<file path="src/rtl/sat_pkg.sv">
// sat_pkg: types and constants shared by the SCTP association tracker.
// No dependencies; compiled first.
package sat_pkg;

    localparam int TS_W  = 48;
    localparam int TAG_W = 32;
    localparam int OP_W  = 8;
    localparam int CNT_W = 2;
    localparam int ST_W  = 3;

    // chunk type codes
    localparam logic [OP_W-1:0] OP_DATA        = 8'd0;
    localparam logic [OP_W-1:0] OP_INIT        = 8'd1;
    localparam logic [OP_W-1:0] OP_INIT_ACK    = 8'd2;
    localparam logic [OP_W-1:0] OP_SACK        = 8'd3;
    localparam logic [OP_W-1:0] OP_HB          = 8'd4;
    localparam logic [OP_W-1:0] OP_HB_ACK      = 8'd5;
    localparam logic [OP_W-1:0] OP_ABORT       = 8'd6;
    localparam logic [OP_W-1:0] OP_SHUTDOWN    = 8'd7;
    localparam logic [OP_W-1:0] OP_SHUT_ACK    = 8'd8;
    localparam logic [OP_W-1:0] OP_COOKIE_ECHO = 8'd10;
    localparam logic [OP_W-1:0] OP_COOKIE_ACK  = 8'd11;
    localparam logic [OP_W-1:0] OP_SHUT_CMPL   = 8'd14;

    // reported association state codes
    localparam logic [ST_W-1:0] ST_NONE         = 3'd0;
    localparam logic [ST_W-1:0] ST_ESTABLISHING = 3'd1;
    localparam logic [ST_W-1:0] ST_ESTABLISHED  = 3'd2;
    localparam logic [ST_W-1:0] ST_CLOSING      = 3'd3;
    localparam logic [ST_W-1:0] ST_CLOSED       = 3'd4;

    localparam logic [CNT_W-1:0] CNT_MAX = 2'd3;
    localparam logic [CNT_W-1:0] CNT_ONE = 2'd1;

    typedef enum logic [3:0] {
        PH_NONE         = 4'b0001,
        PH_ESTABLISHING = 4'b0010,
        PH_ESTABLISHED  = 4'b0100,
        PH_CLOSING      = 4'b1000
    } t_phase;

    typedef struct packed {
        logic [OP_W-1:0]  opcode;
        logic             from_responder;
        logic [TS_W-1:0]  timestamp_us;
        logic [TAG_W-1:0] initiate_tag;
    } t_in_item;

    typedef struct packed {
        t_phase            phase;
        logic [TAG_W-1:0]  init_tag;
        logic [TAG_W-1:0]  resp_tag;
        logic [CNT_W-1:0]  init_hb_cnt;
        logic [CNT_W-1:0]  resp_hb_cnt;
    } t_ctl_state;

    typedef struct packed {
        logic [ST_W-1:0]  assoc_state;
        logic             unknown_assoc;
        logic             new_assoc;
        logic             state_changed;
        logic             rtt_valid;
        logic [TS_W-1:0]  rtt_us;
        logic [TAG_W-1:0] initiator_tag_out;
        logic [TAG_W-1:0] responder_tag_out;
    } t_result;

endpackage

</file>
<file path="src/rtl/sat_in_if.sv">
// sat_in_if: input chunk channel (valid/ready plus decoded chunk fields).
// Depends on sat_pkg for field widths.
interface sat_in_if;
    import sat_pkg::*;
    logic             valid;
    logic             ready;
    logic [OP_W-1:0]  opcode;
    logic             from_responder;
    logic [TS_W-1:0]  timestamp_us;
    logic [TAG_W-1:0] initiate_tag;

    modport source (output valid, opcode, from_responder, timestamp_us, initiate_tag,
                    input ready);
    modport sink   (input valid, opcode, from_responder, timestamp_us, initiate_tag,
                    output ready);
endinterface

</file>
<file path="src/rtl/sat_out_if.sv">
// sat_out_if: result channel (valid/ready plus tracker result fields).
// Depends on sat_pkg for field widths.
interface sat_out_if;
    import sat_pkg::*;
    logic             valid;
    logic             ready;
    logic [ST_W-1:0]  assoc_state;
    logic             unknown_assoc;
    logic             new_assoc;
    logic             state_changed;
    logic             rtt_valid;
    logic [TS_W-1:0]  rtt_us;
    logic [TAG_W-1:0] initiator_tag_out;
    logic [TAG_W-1:0] responder_tag_out;

    modport source (output valid, assoc_state, unknown_assoc, new_assoc, state_changed,
                    rtt_valid, rtt_us, initiator_tag_out, responder_tag_out,
                    input ready);
    modport sink   (input valid, assoc_state, unknown_assoc, new_assoc, state_changed,
                    rtt_valid, rtt_us, initiator_tag_out, responder_tag_out,
                    output ready);
endinterface

</file>
<file path="src/rtl/sctp_association_tracker.sv">
// sctp_association_tracker: passive single-association SCTP state tracker.
// Depends on sat_pkg, sat_in_if, sat_out_if and sat_update.
//
//  channel  dir  handshake     payload
//  i_in     in   valid/ready   opcode, from_responder, timestamp_us, initiate_tag
//  o_out    out  valid/ready   assoc_state, unknown_assoc, new_assoc, state_changed,
//                              rtt_valid, rtt_us, initiator_tag_out, responder_tag_out
//
// One item per cycle sustained while the output is not stalled; each item passes
// through the input register, then the result register. The state update of an item
// and the load of its result register happen on the same edge, so the next item
// sees it. A stalled output holds the result register and then the input register;
// the input is ready whenever the input register is empty or moving on.
// Synchronous active-low reset returns to "no association" with zero tags.
module sctp_association_tracker #(
    parameter int TIME_BITS = 48
) (
    input  logic      i_clk,
    input  logic      i_rst_n,
    sat_in_if.sink    i_in,
    sat_out_if.source o_out
);
    import sat_pkg::*;

    // Timestamps are 48 bits on the ports, so only min(TIME_BITS, 48) bits of
    // heartbeat time ever matter; the wraparound of the RTT follows that width.
    localparam int TW = (TIME_BITS < TS_W) ? TIME_BITS : TS_W;

    // input register
    logic       r_in_valid;
    t_in_item   r_in;

    // association state
    t_ctl_state    r_st;
    logic [TW-1:0] r_init_hb_time;
    logic [TW-1:0] r_resp_hb_time;

    // result register
    logic       r_out_valid;
    t_result    r_res;

    // next values from the update logic
    t_ctl_state    n_st;
    logic [TW-1:0] n_init_hb_time;
    logic [TW-1:0] n_resp_hb_time;
    t_result       n_res;

    logic advance;   // input register item moves into the result register
    logic in_take;

    assign advance = r_in_valid && (!r_out_valid || o_out.ready);
    assign in_take = i_in.valid && i_in.ready;

    assign i_in.ready = !r_in_valid || advance;

    sat_update #(
        .TW (TW)
    ) u_update (
        .i_item         (r_in),
        .i_st           (r_st),
        .i_init_hb_time (r_init_hb_time),
        .i_resp_hb_time (r_resp_hb_time),
        .o_st           (n_st),
        .o_init_hb_time (n_init_hb_time),
        .o_resp_hb_time (n_resp_hb_time),
        .o_res          (n_res)
    );

    // input register
    always_ff @(posedge i_clk) begin
        if (!i_rst_n) begin
            r_in_valid <= 1'b0;
        end else if (in_take) begin
            r_in_valid <= 1'b1;
        end else if (advance) begin
            r_in_valid <= 1'b0;
        end
        if (in_take) begin
            r_in.opcode         <= i_in.opcode;
            r_in.from_responder <= i_in.from_responder;
            r_in.timestamp_us   <= i_in.timestamp_us;
            r_in.initiate_tag   <= i_in.initiate_tag;
        end
    end

    // association state; heartbeat times are only read after being written
    always_ff @(posedge i_clk) begin
        if (!i_rst_n) begin
            r_st.phase       <= PH_NONE;
            r_st.init_tag    <= '0;
            r_st.resp_tag    <= '0;
            r_st.init_hb_cnt <= '0;
            r_st.resp_hb_cnt <= '0;
        end else if (advance) begin
            r_st <= n_st;
        end
        if (advance) begin
            r_init_hb_time <= n_init_hb_time;
            r_resp_hb_time <= n_resp_hb_time;
        end
    end

    // result register
    always_ff @(posedge i_clk) begin
        if (!i_rst_n) begin
            r_out_valid <= 1'b0;
        end else if (advance) begin
            r_out_valid <= 1'b1;
        end else if (o_out.ready) begin
            r_out_valid <= 1'b0;
        end
        if (advance) begin
            r_res <= n_res;
        end
    end

    assign o_out.valid             = r_out_valid;
    assign o_out.assoc_state       = r_res.assoc_state;
    assign o_out.unknown_assoc     = r_res.unknown_assoc;
    assign o_out.new_assoc         = r_res.new_assoc;
    assign o_out.state_changed     = r_res.state_changed;
    assign o_out.rtt_valid         = r_res.rtt_valid;
    assign o_out.rtt_us            = r_res.rtt_us;
    assign o_out.initiator_tag_out = r_res.initiator_tag_out;
    assign o_out.responder_tag_out = r_res.responder_tag_out;

    // a closing chunk leaves no association behind
    a_close_clears: assert property (@(posedge i_clk) disable iff (!i_rst_n)
        advance && n_res.assoc_state == ST_CLOSED |=> r_st.phase == PH_NONE)
        else $error("association not deleted after close");

    // creation always lands in establishing and is never flagged unknown
    a_new_assoc: assert property (@(posedge i_clk) disable iff (!i_rst_n)
        r_out_valid && r_res.new_assoc |->
            r_res.assoc_state == ST_ESTABLISHING && !r_res.unknown_assoc)
        else $error("new association reported with wrong state");

    // no RTT value without a measurement
    a_rtt_zero: assert property (@(posedge i_clk) disable iff (!i_rst_n)
        r_out_valid && !r_res.rtt_valid |-> r_res.rtt_us == '0)
        else $error("rtt_us nonzero without rtt_valid");

    // a result register holding an unread item is never overwritten
    a_no_overrun: assert property (@(posedge i_clk) disable iff (!i_rst_n)
        r_out_valid && !o_out.ready |=> r_out_valid && $stable(r_res))
        else $error("pending result lost");

    // without an association every tag reads as zero
    a_none_tags: assert property (@(posedge i_clk) disable iff (!i_rst_n)
        r_st.phase == PH_NONE |-> r_st.init_tag == '0 && r_st.resp_tag == '0)
        else $error("tags held with no association");

endmodule

</file>
<file path="src/rtl/sat_update.sv">
// sat_update: next-state and result logic for one chunk.
// Depends on sat_pkg. Purely combinational.
module sat_update #(
    parameter int TW = 48
) (
    input  sat_pkg::t_in_item   i_item,
    input  sat_pkg::t_ctl_state i_st,
    input  logic [TW-1:0]       i_init_hb_time,
    input  logic [TW-1:0]       i_resp_hb_time,
    output sat_pkg::t_ctl_state o_st,
    output logic [TW-1:0]       o_init_hb_time,
    output logic [TW-1:0]       o_resp_hb_time,
    output sat_pkg::t_result    o_res
);
    import sat_pkg::*;

    logic          exists;
    logic          closed;
    logic          resp;
    logic [TW-1:0] ts;
    logic [TW-1:0] rtt;

    always_comb begin
        exists = (i_st.phase != PH_NONE);
        resp   = i_item.from_responder;
        ts     = i_item.timestamp_us[TW-1:0];
        closed = 1'b0;
        rtt    = '0;

        o_st           = i_st;
        o_init_hb_time = i_init_hb_time;
        o_resp_hb_time = i_resp_hb_time;
        o_res          = '0;

        unique case (i_item.opcode)
            OP_INIT: begin
                if (!exists) begin
                    o_st.phase       = PH_ESTABLISHING;
                    o_st.init_tag    = i_item.initiate_tag;
                    o_st.resp_tag    = '0;
                    o_st.init_hb_cnt = '0;
                    o_st.resp_hb_cnt = '0;
                    o_init_hb_time   = '0;
                    o_resp_hb_time   = '0;
                    o_res.new_assoc  = 1'b1;
                end else if (!resp) begin
                    o_st.init_tag = i_item.initiate_tag;
                end else if (i_st.phase == PH_ESTABLISHING) begin
                    o_st.resp_tag = i_item.initiate_tag;
                end
            end
            OP_DATA, OP_SACK, OP_COOKIE_ACK: begin
                o_res.unknown_assoc = !exists;
            end
            OP_INIT_ACK: begin
                o_res.unknown_assoc = !exists;
                if (resp && i_st.phase == PH_ESTABLISHING)
                    o_st.resp_tag = i_item.initiate_tag;
            end
            OP_COOKIE_ECHO: begin
                o_res.unknown_assoc = !exists;
                if (i_st.phase == PH_ESTABLISHING) begin
                    o_st.phase          = PH_ESTABLISHED;
                    o_res.state_changed = 1'b1;
                end
            end
            OP_SHUTDOWN: begin
                o_res.unknown_assoc = !exists;
                if (i_st.phase == PH_ESTABLISHED) begin
                    o_st.phase          = PH_CLOSING;
                    o_res.state_changed = 1'b1;
                end
            end
            OP_SHUT_CMPL: begin
                o_res.unknown_assoc = !exists;
                if (i_st.phase == PH_CLOSING) begin
                    closed              = 1'b1;
                    o_res.state_changed = 1'b1;
                end
            end
            OP_ABORT, OP_SHUT_ACK: begin
                o_res.unknown_assoc = !exists;
                if (exists) begin
                    closed              = 1'b1;
                    o_res.state_changed = 1'b1;
                end
            end
            OP_HB: begin
                o_res.unknown_assoc = !exists;
                if (i_st.phase == PH_ESTABLISHED) begin
                    if (resp) begin
                        if (i_st.resp_hb_cnt != CNT_MAX)
                            o_st.resp_hb_cnt = i_st.resp_hb_cnt + CNT_ONE;
                        o_resp_hb_time = ts;
                    end else begin
                        if (i_st.init_hb_cnt != CNT_MAX)
                            o_st.init_hb_cnt = i_st.init_hb_cnt + CNT_ONE;
                        o_init_hb_time = ts;
                    end
                end
            end
            OP_HB_ACK: begin
                // an ack from one side closes the other side's heartbeat
                o_res.unknown_assoc = !exists;
                if (exists) begin
                    if (resp) begin
                        if (i_st.init_hb_cnt == CNT_ONE) begin
                            o_res.rtt_valid = 1'b1;
                            rtt             = ts - i_init_hb_time;
                        end
                        o_st.init_hb_cnt = '0;
                    end else begin
                        if (i_st.resp_hb_cnt == CNT_ONE) begin
                            o_res.rtt_valid = 1'b1;
                            rtt             = ts - i_resp_hb_time;
                        end
                        o_st.resp_hb_cnt = '0;
                    end
                end
            end
            default: begin
            end
        endcase

        o_res.rtt_us            = TS_W'(rtt);
        o_res.initiator_tag_out = o_st.init_tag;
        o_res.responder_tag_out = o_st.resp_tag;

        unique case (o_st.phase)
            PH_NONE:         o_res.assoc_state = ST_NONE;
            PH_ESTABLISHING: o_res.assoc_state = ST_ESTABLISHING;
            PH_ESTABLISHED:  o_res.assoc_state = ST_ESTABLISHED;
            PH_CLOSING:      o_res.assoc_state = ST_CLOSING;
            default:         o_res.assoc_state = ST_NONE;
        endcase

        // deletion: report closed with the old tags, then drop everything
        if (closed) begin
            o_res.assoc_state = ST_CLOSED;
            o_st.phase        = PH_NONE;
            o_st.init_tag     = '0;
            o_st.resp_tag     = '0;
            o_st.init_hb_cnt  = '0;
            o_st.resp_hb_cnt  = '0;
            o_init_hb_time    = '0;
            o_resp_hb_time    = '0;
        end
    end

endmodule
</file>
<file path="src/flat_wrapper.sv">
// flat-port wrapper written by rule: the top's interface ports become plain ports
module sctp_association_tracker_flat import sat_pkg::*;
#(
    parameter int TIME_BITS = 48
)
  (i_clk, i_rst_n, i_in_valid, i_in_opcode, i_in_from_responder, i_in_timestamp_us, i_in_initiate_tag, i_in_ready, o_out_valid, o_out_assoc_state, o_out_unknown_assoc, o_out_new_assoc, o_out_state_changed, o_out_rtt_valid, o_out_rtt_us, o_out_initiator_tag_out, o_out_responder_tag_out, o_out_ready);
  sat_in_if i_in_i ();
  sat_out_if o_out_i ();
  input  logic i_clk;
  input  logic i_rst_n;
  input wire logic [$bits(i_in_i.valid)-1:0] i_in_valid;
  input wire logic [$bits(i_in_i.opcode)-1:0] i_in_opcode;
  input wire logic [$bits(i_in_i.from_responder)-1:0] i_in_from_responder;
  input wire logic [$bits(i_in_i.timestamp_us)-1:0] i_in_timestamp_us;
  input wire logic [$bits(i_in_i.initiate_tag)-1:0] i_in_initiate_tag;
  output wire logic [$bits(i_in_i.ready)-1:0] i_in_ready;
  output wire logic [$bits(o_out_i.valid)-1:0] o_out_valid;
  output wire logic [$bits(o_out_i.assoc_state)-1:0] o_out_assoc_state;
  output wire logic [$bits(o_out_i.unknown_assoc)-1:0] o_out_unknown_assoc;
  output wire logic [$bits(o_out_i.new_assoc)-1:0] o_out_new_assoc;
  output wire logic [$bits(o_out_i.state_changed)-1:0] o_out_state_changed;
  output wire logic [$bits(o_out_i.rtt_valid)-1:0] o_out_rtt_valid;
  output wire logic [$bits(o_out_i.rtt_us)-1:0] o_out_rtt_us;
  output wire logic [$bits(o_out_i.initiator_tag_out)-1:0] o_out_initiator_tag_out;
  output wire logic [$bits(o_out_i.responder_tag_out)-1:0] o_out_responder_tag_out;
  input wire logic [$bits(o_out_i.ready)-1:0] o_out_ready;
  assign i_in_i.valid = i_in_valid;
  assign i_in_i.opcode = i_in_opcode;
  assign i_in_i.from_responder = i_in_from_responder;
  assign i_in_i.timestamp_us = i_in_timestamp_us;
  assign i_in_i.initiate_tag = i_in_initiate_tag;
  assign i_in_ready = i_in_i.ready;
  assign o_out_valid = o_out_i.valid;
  assign o_out_assoc_state = o_out_i.assoc_state;
  assign o_out_unknown_assoc = o_out_i.unknown_assoc;
  assign o_out_new_assoc = o_out_i.new_assoc;
  assign o_out_state_changed = o_out_i.state_changed;
  assign o_out_rtt_valid = o_out_i.rtt_valid;
  assign o_out_rtt_us = o_out_i.rtt_us;
  assign o_out_initiator_tag_out = o_out_i.initiator_tag_out;
  assign o_out_responder_tag_out = o_out_i.responder_tag_out;
  assign o_out_i.ready = o_out_ready;
  sctp_association_tracker #(.TIME_BITS(TIME_BITS)) u_core (.i_clk(i_clk), .i_rst_n(i_rst_n), .i_in(i_in_i), .o_out(o_out_i));
endmodule
</file>
<file path="config.mk">
export PLATFORM = sky130hd
export DESIGN_NAME = sctp_association_tracker_flat
export DESIGN_NICKNAME = d
export VERILOG_FILES = /design/src/rtl/sat_pkg.sv /design/src/rtl/sat_in_if.sv /design/src/rtl/sat_out_if.sv /design/src/rtl/sctp_association_tracker.sv /design/src/rtl/sat_update.sv /design/src/flat_wrapper.sv
export SDC_FILE = /design/constraint.sdc
export NUM_CORES = 1
export LEC_CHECK = 0
export ABC_AREA = 1
export BUFFER_PORTS_ARGS = -buffer_cell sky130_fd_sc_hd__buf_2
export CAP_MARGIN = 10
export CORE_UTILIZATION = 55
export CTS_CLUSTER_SIZE = 24
export DETAILED_ROUTE_END_ITERATION = 6
export GPL_TIMING_DRIVEN = 0
export HOLD_SLACK_MARGIN = 0.15
export PLACE_DENSITY = 0.81
export SETUP_SLACK_MARGIN = 0.5
export SLEW_MARGIN = 5
export SYNTH_ARGS = -nofsm -noshare
export SYNTH_HDL_FRONTEND = slang
export SYNTH_HIERARCHICAL = 1
export SYNTH_SLANG_ARGS = --single-unit
</file>
<file path="constraint.sdc">
create_clock -name i_clk -period 12.7 [get_ports i_clk]
set_input_delay 0.635 -clock i_clk [delete_from_list [all_inputs] [get_ports i_clk]]
set_output_delay 0.635 -clock i_clk [all_outputs]
set_load 0.02 [all_outputs]
</file>
Word-level counts from Yosys, hierarchy flattened
Index checks and enable logic that the tools add are counted.
Word-level totals
  register bits after elaboration: 378
  logic and storage cells: 123
Cells by class
  add/subtract/negate cells: 4
  equal/unequal tests: 31
  muxes and demuxes: 47
  reduce and logical (&&, ||, !) cells: 20
Operators with widths (count)
  48-bit 2-to-1 mux: 8
  48-bit case mux with 2 select lines: 2
  32-bit 2-to-1 mux: 5
  48-bit subtractor: 2
  72-bit 2-to-1 mux: 1
  64-bit 2-to-1 mux: 1
  32-bit case mux with 2 select lines: 1
  8-bit by 3-bit == test with 1-bit output (second input constant): 4
  8-bit by 4-bit == test with 1-bit output (second input constant): 4
  4-bit 2-to-1 mux: 6
  4-bit case mux with 3 select lines: 2
  3-bit inequality test (second input constant): 7
  8-bit by 2-bit == test with 1-bit output (second input constant): 2
  8-bit AND reduction: 2
  1-bit 2-to-1 mux: 12
  2-bit 2-to-1 mux: 6
  11-bit OR reduction: 1
  5-bit AND reduction: 2
  4-bit by 2-bit == test with 1-bit output (second input constant): 2
  4-bit by 3-bit == test with 1-bit output (second input constant): 2
  4-bit == test (second input constant): 2
  8-bit by 1-bit == test with 1-bit output (second input constant): 1
  8-bit zero test: 1
  3-bit by 2-bit inequality test with 1-bit output (second input constant): 2
  15 further kinds: 24

Logic depth before layout (Yosys ltp)
  depth in word-level cells: 6
  depth in mapped cells: 18
  mapped depth without buffers: 18

Hierarchy
The synthesis kept the hierarchy.
Modules (own cells, without submodules)
  sat_update: times used 1, cells an instance 2922, area an instance 13150.1 µm²
  sctp_association_tracker: times used 1, cells an instance 786, area an instance 12428.2 µm²

Worst setup path after synthesis
No wires, ideal clock.
  kind: input -> register
  from: input o_out_ready
  to: register u_core.r_res (netlist bit u_core/o_out.assoc_state[0]) (enable)
  library setup time: 0.567 ns
  data arrival time: 5.172 ns
  data required time: 12.133 ns
  slack: 6.961 ns
  cell stages on the path: 5
  path buffers: 1
  path through: inv_2 > nand2_2 > buf_6 > nand2_1 > inv_1
On the way
  word-level cells in the longest chain between the ends: 2
Ends and longest elaborated chain
  start, declared: line flat_wrapper.sv:26  | input wire logic [$bits(o_out_i.ready)-1:0] o_out_ready;
  1-bit logical OR: line sctp_association_tracker.sv:51  | assign advance = r_in_valid && (!r_out_valid || o_out.ready);
  1-bit logical AND: line sctp_association_tracker.sv:51
  net u_core.advance: line sctp_association_tracker.sv:48  | logic advance;
  end signal, assigned: line sctp_association_tracker.sv:113  | r_res <= n_res;
  end, declared: line sctp_association_tracker.sv:40  | t_result r_res;
The timed path passes the listed nets, and every way through them passes these cells.
A chain may end at the register's enable or synchronous reset.

Final worst setup path
  from: register u_core/r_st[2] in the netlist's numbering
  to: register u_core.r_res (netlist bit u_core/o_out.rtt_us[26]), data pin
On the way
  word-level cells in the longest chain between the ends: 3
Ends and longest elaborated chain
  start, declared: line sctp_association_tracker.sv:34  | t_ctl_state r_st;
  start signal, assigned: line sctp_association_tracker.sv:95  | r_st <= n_st;
  2-bit by 1-bit == test with 1-bit output: line sat_update.sv:107  | if (i_st.init_hb_cnt == CNT_ONE) begin
  48-bit 2-to-1 mux: line sat_update.sv:107
  48-bit 2-to-1 mux: line sat_update.sv:106  | if (resp) begin
Every way passes these cells.

==> flow_metrics.tcl <==
set metrics [dict create \
    clock_latency_ns 0.60 \
    min_path_type "input port to flop" \
    drt_pass1_iterations 6 \
    drc 0 \
    cts_tree "done" \
    clock-sinks 378 \
    ant_nets 0 \
    h-tree-depth 2 \
    drt_iter0_markers 2200 \
    whs_ns 0.2090 \
    multi_input_area_sq_um 11220 \
    drt_wl_total_microns 79600 \
    postSynth.asyncResetShare_pct 0 \
    path_max_fanout 10 \
    grt_max_degree 111 \
    slew_headroom_pct 32.39 \
    syn-num-nets 3897 \
    p_comb_share_pct 17.9 \
    clkTransAtPathRegs_ns 0.06 \
    leakage_uw 0.01495 \
    p_switching_uw 973.1 \
    post_cts_buffers 0 \
    p_int_uw 2378 \
    vias 24500 \
    cts_resized 0 \
    clock.fmax_ghz 0.3369 \
    synth_top_cell_by_area "edfxtp_1" \
    fin_crit_ns 2.968 \
    ff2ff_path_depth 8 \
    critical_path_class "flop to flop" \
    hpwl_microns 62400 \
    synth_area_leaders "edfxtp_1 (36%), nand2_1 (17%), inv_1 (12%)" \
    max-clock-path-buffers 3 \
    yosys_warnings 6 \
    switching_share_pct 29.04 \
    finClkSkew_ns 0.01901 \
    setup.worst_path.start_class "flop" \
    fin_setup_tns_ns 0 \
    cellPowerDensity_nw_per_um2 115.7 \
    netlist_instances 3708 \
    fin_crit_sh_pct 23.37 \
    grt_usage_pct 33.75 \
    timing.rr.start "u_core/r_st[2]" \
    routabilityCongestion 1.039 \
    initial_core_util_pct 56.12 \
    critPathRequiredTime_ns 13.09 \
    dieHeight_microns 217.7 \
    worst_pin_slew_ns 1.014 \
    final_nets 4155 \
    ys_seq_area_share_pct 41.48 \
    pwr-share-clk_pct 39.1 \
    layout-drive-gt1-share_pct 9.952 \
    wl_per_cell_microns 17.29 \
    setup_viol 0 \
    ys_seq_elements 378 \
    grt_setup_unrepaired "false" \
    min_from "i_in_initiate_tag[18]" \
    slew_viol_final 0 \
    pwr-share-seq_pct 43.0 \
    hold_violations 0 \
    antenna_found_initial 6 \
    die_w_microns 217.7 \
    synth_ff_type "edfxtp_1" \
    yosysTopAreaCellShare_pct 35.69 \
    critPathLaunch "u_core/r_st[2]" \
    cap_violations 0 \
    final-seq-area_sq_um 10610 \
    nFillCells 4103 \
    synth_edf_count 304 \
    cts-buffers-inserted 42 \
    port_buffers 212 \
    synth_cell_type_count 46 \
    holdPathStages 1 \
    clockRootBuffer "clkbuf_16" \
    ioPinCount 214 \
    critical_path_arrival_ns 3.36 \
    end_kind "flop" \
    num_rows 78 \
    syn_avg_cell_area_sq_um 6.898 \
    grt_pass1_wl_microns 122800 \
    ir_worst_vdd_v 0.0001413 \
    avgViaCountPerCell 5.323 \
    grt_overflow 0 \
    status "complete, no violations" \
    synth.cell_area_sq_um 25580 \
    ctsHoldBuffers 0 \
    grt_pass1_vias 23050 \
    die_area_sq_um 47370 \
    coreArea_sq_um 45580 \
    area_delta_synth_final_pct 13.22 \
]
[final timing paths]
| path | to | slack [ns] |
|---|---|---|
| max | u_core/o_out.rtt_us[26] | 9.73 |
| max reg2reg | u_core/o_out.rtt_us[26] | 9.73 |
| min reg2reg | u_core/r_st[45] | 0.48 |
| min | u_core/r_in[18] | 0.21 |
[cells in the final DEF (no fill, tap or decap), drive strengths merged, types with 5 or more instances in the layout]
master	instances
a21boi	5
a21oi	186
and2	6
buf	301
bufinv	7
clkbuf	83
clkinv	14
dfxtp	74
edfxtp	304
ha	94
inv	831
nand2	1156
nand3	245
nand3b	7
nand4	19
nor2	366
nor3	18
nor4	7
o21a	31
o21ai	89
o21bai	11
o22ai	98
or2	19
xnor2	9
[Yosys cell counts (2+ instances only)]
master	instances
o21ai_1	32
nand2_2	4
o21ai_0	56
a31oi_1	2
and2_1	6
buf_6	9
ha_1	94
inv_1	824
a21oi_1	184
nor2_1	363
a21oi_2	2
nand3b_1	7
nand4_1	19
a21boi_0	5
buf_2	51
or2_2	19
o21bai_1	11
inv_2	6
and3_1	4
fa_1	2
a211oi_1	2
nor3_4	3
buf_4	16
o22ai_1	97
dfxtp_1	74
o21a_1	31
xnor2_1	9
nand3_1	245
edfxtp_1	304
nor4_1	7
clkbuf_1	29
nand2_1	1152
nor3_1	15
buf_1	11
nor2_2	2
[power by group through the flow]
stage | Clock, uW | Sequential, uW | Combinational (uW)
after floorplan | 0 | 1480 | 388
after CTS | 1330 | 1440 | 587
after global routing | 1380 | 1450 | 665
final | 1310 | 1440 | 600
after global placement | 0 | 1480 | 571
after detailed placement | 0 | 1470 | 583
[routing by layer]
metal | vias to the layer above | routed length (microns) | global-route usage [%]
met1 | 11170 | 32470 | 43.47
met4 | 8 | 3455 | 14.77
met2 | 1048 | 36360 | 55.28
li1 | 12100 | - | -
met3 | 182 | 7267 | 6.276
met5 | - | 44 | 0
[worst max-delay path: stages (launching register included)]
cell and delay (ns):
dfxtp_1 0.38, inv_1 0.07, nor2_1 0.33, clkbuf_1 0.80, clkbuf_1 0.67, nand3_1 0.15
nand2_1 0.09, inv_1 0.05, nor2_1 0.22
[logic make-up after synthesis]
kind of cell,Yosys count,synth area share [%]
and+or+nand+nor,1849,29.31
buffers and inverters,947,14.65
AOI/OAI and AO/OA,428,9.460
DFF,378,41.48
adders and majority gates,96,4.755
xor gates and xnor gates,9,0.3082
muxes,1,0.03913
[through the flow]
step | setup WS [ns] | total power [uW] | std cells | utilization [%] | area (sq um)
final | 9.732 | 3351 | 4603 | 63.54 | 28960
after global routing | 9.594 | 3488 | 4600 | 63.53 | 28950
after CTS | 9.809 | 3358 | 4599 | 63.52 | 28950
after detailed placement | 9.738 | 2049 | 4522 | 60.24 | 27460
after global placement | 4.780 | 2048 | 4520 | 60.10 | 27390
after floorplan | 6.961 | 1873 | 3708 | - | 25580
[registers in the layout, summed over array words and instances (netlist names)]
register / cells
u_core/r_in: 89
u_core/o_out.initiator_tag_out: 32
u_core/o_out.assoc_state: 3
u_core/r_resp_hb_time: 48
u_core/o_out.responder_tag_out: 32
u_core/r_init_hb_time: 48
u_core/r_in_valid: 1
u_core/o_out.new_assoc: 1
u_core/o_out.unknown_assoc: 1
u_core/o_out.rtt_valid: 1
u_core/r_st: 72
u_core/o_out.rtt_us: 48
u_core/o_out.state_changed: 1
u_core/o_out.valid: 1
[final cells by class]
class,instances,share of cell area (%)
clock buffers,53,3.875
clock inverters,24,1.287
well taps,600,2.592
plain buffers,117,2.182
repair buffers,214,3.854
inverters,830,10.79
diodes,4,0.03456
multi-input cells,2383,38.75
flip-flops and latches,378,36.64
(Power assumes the default switching activity.)
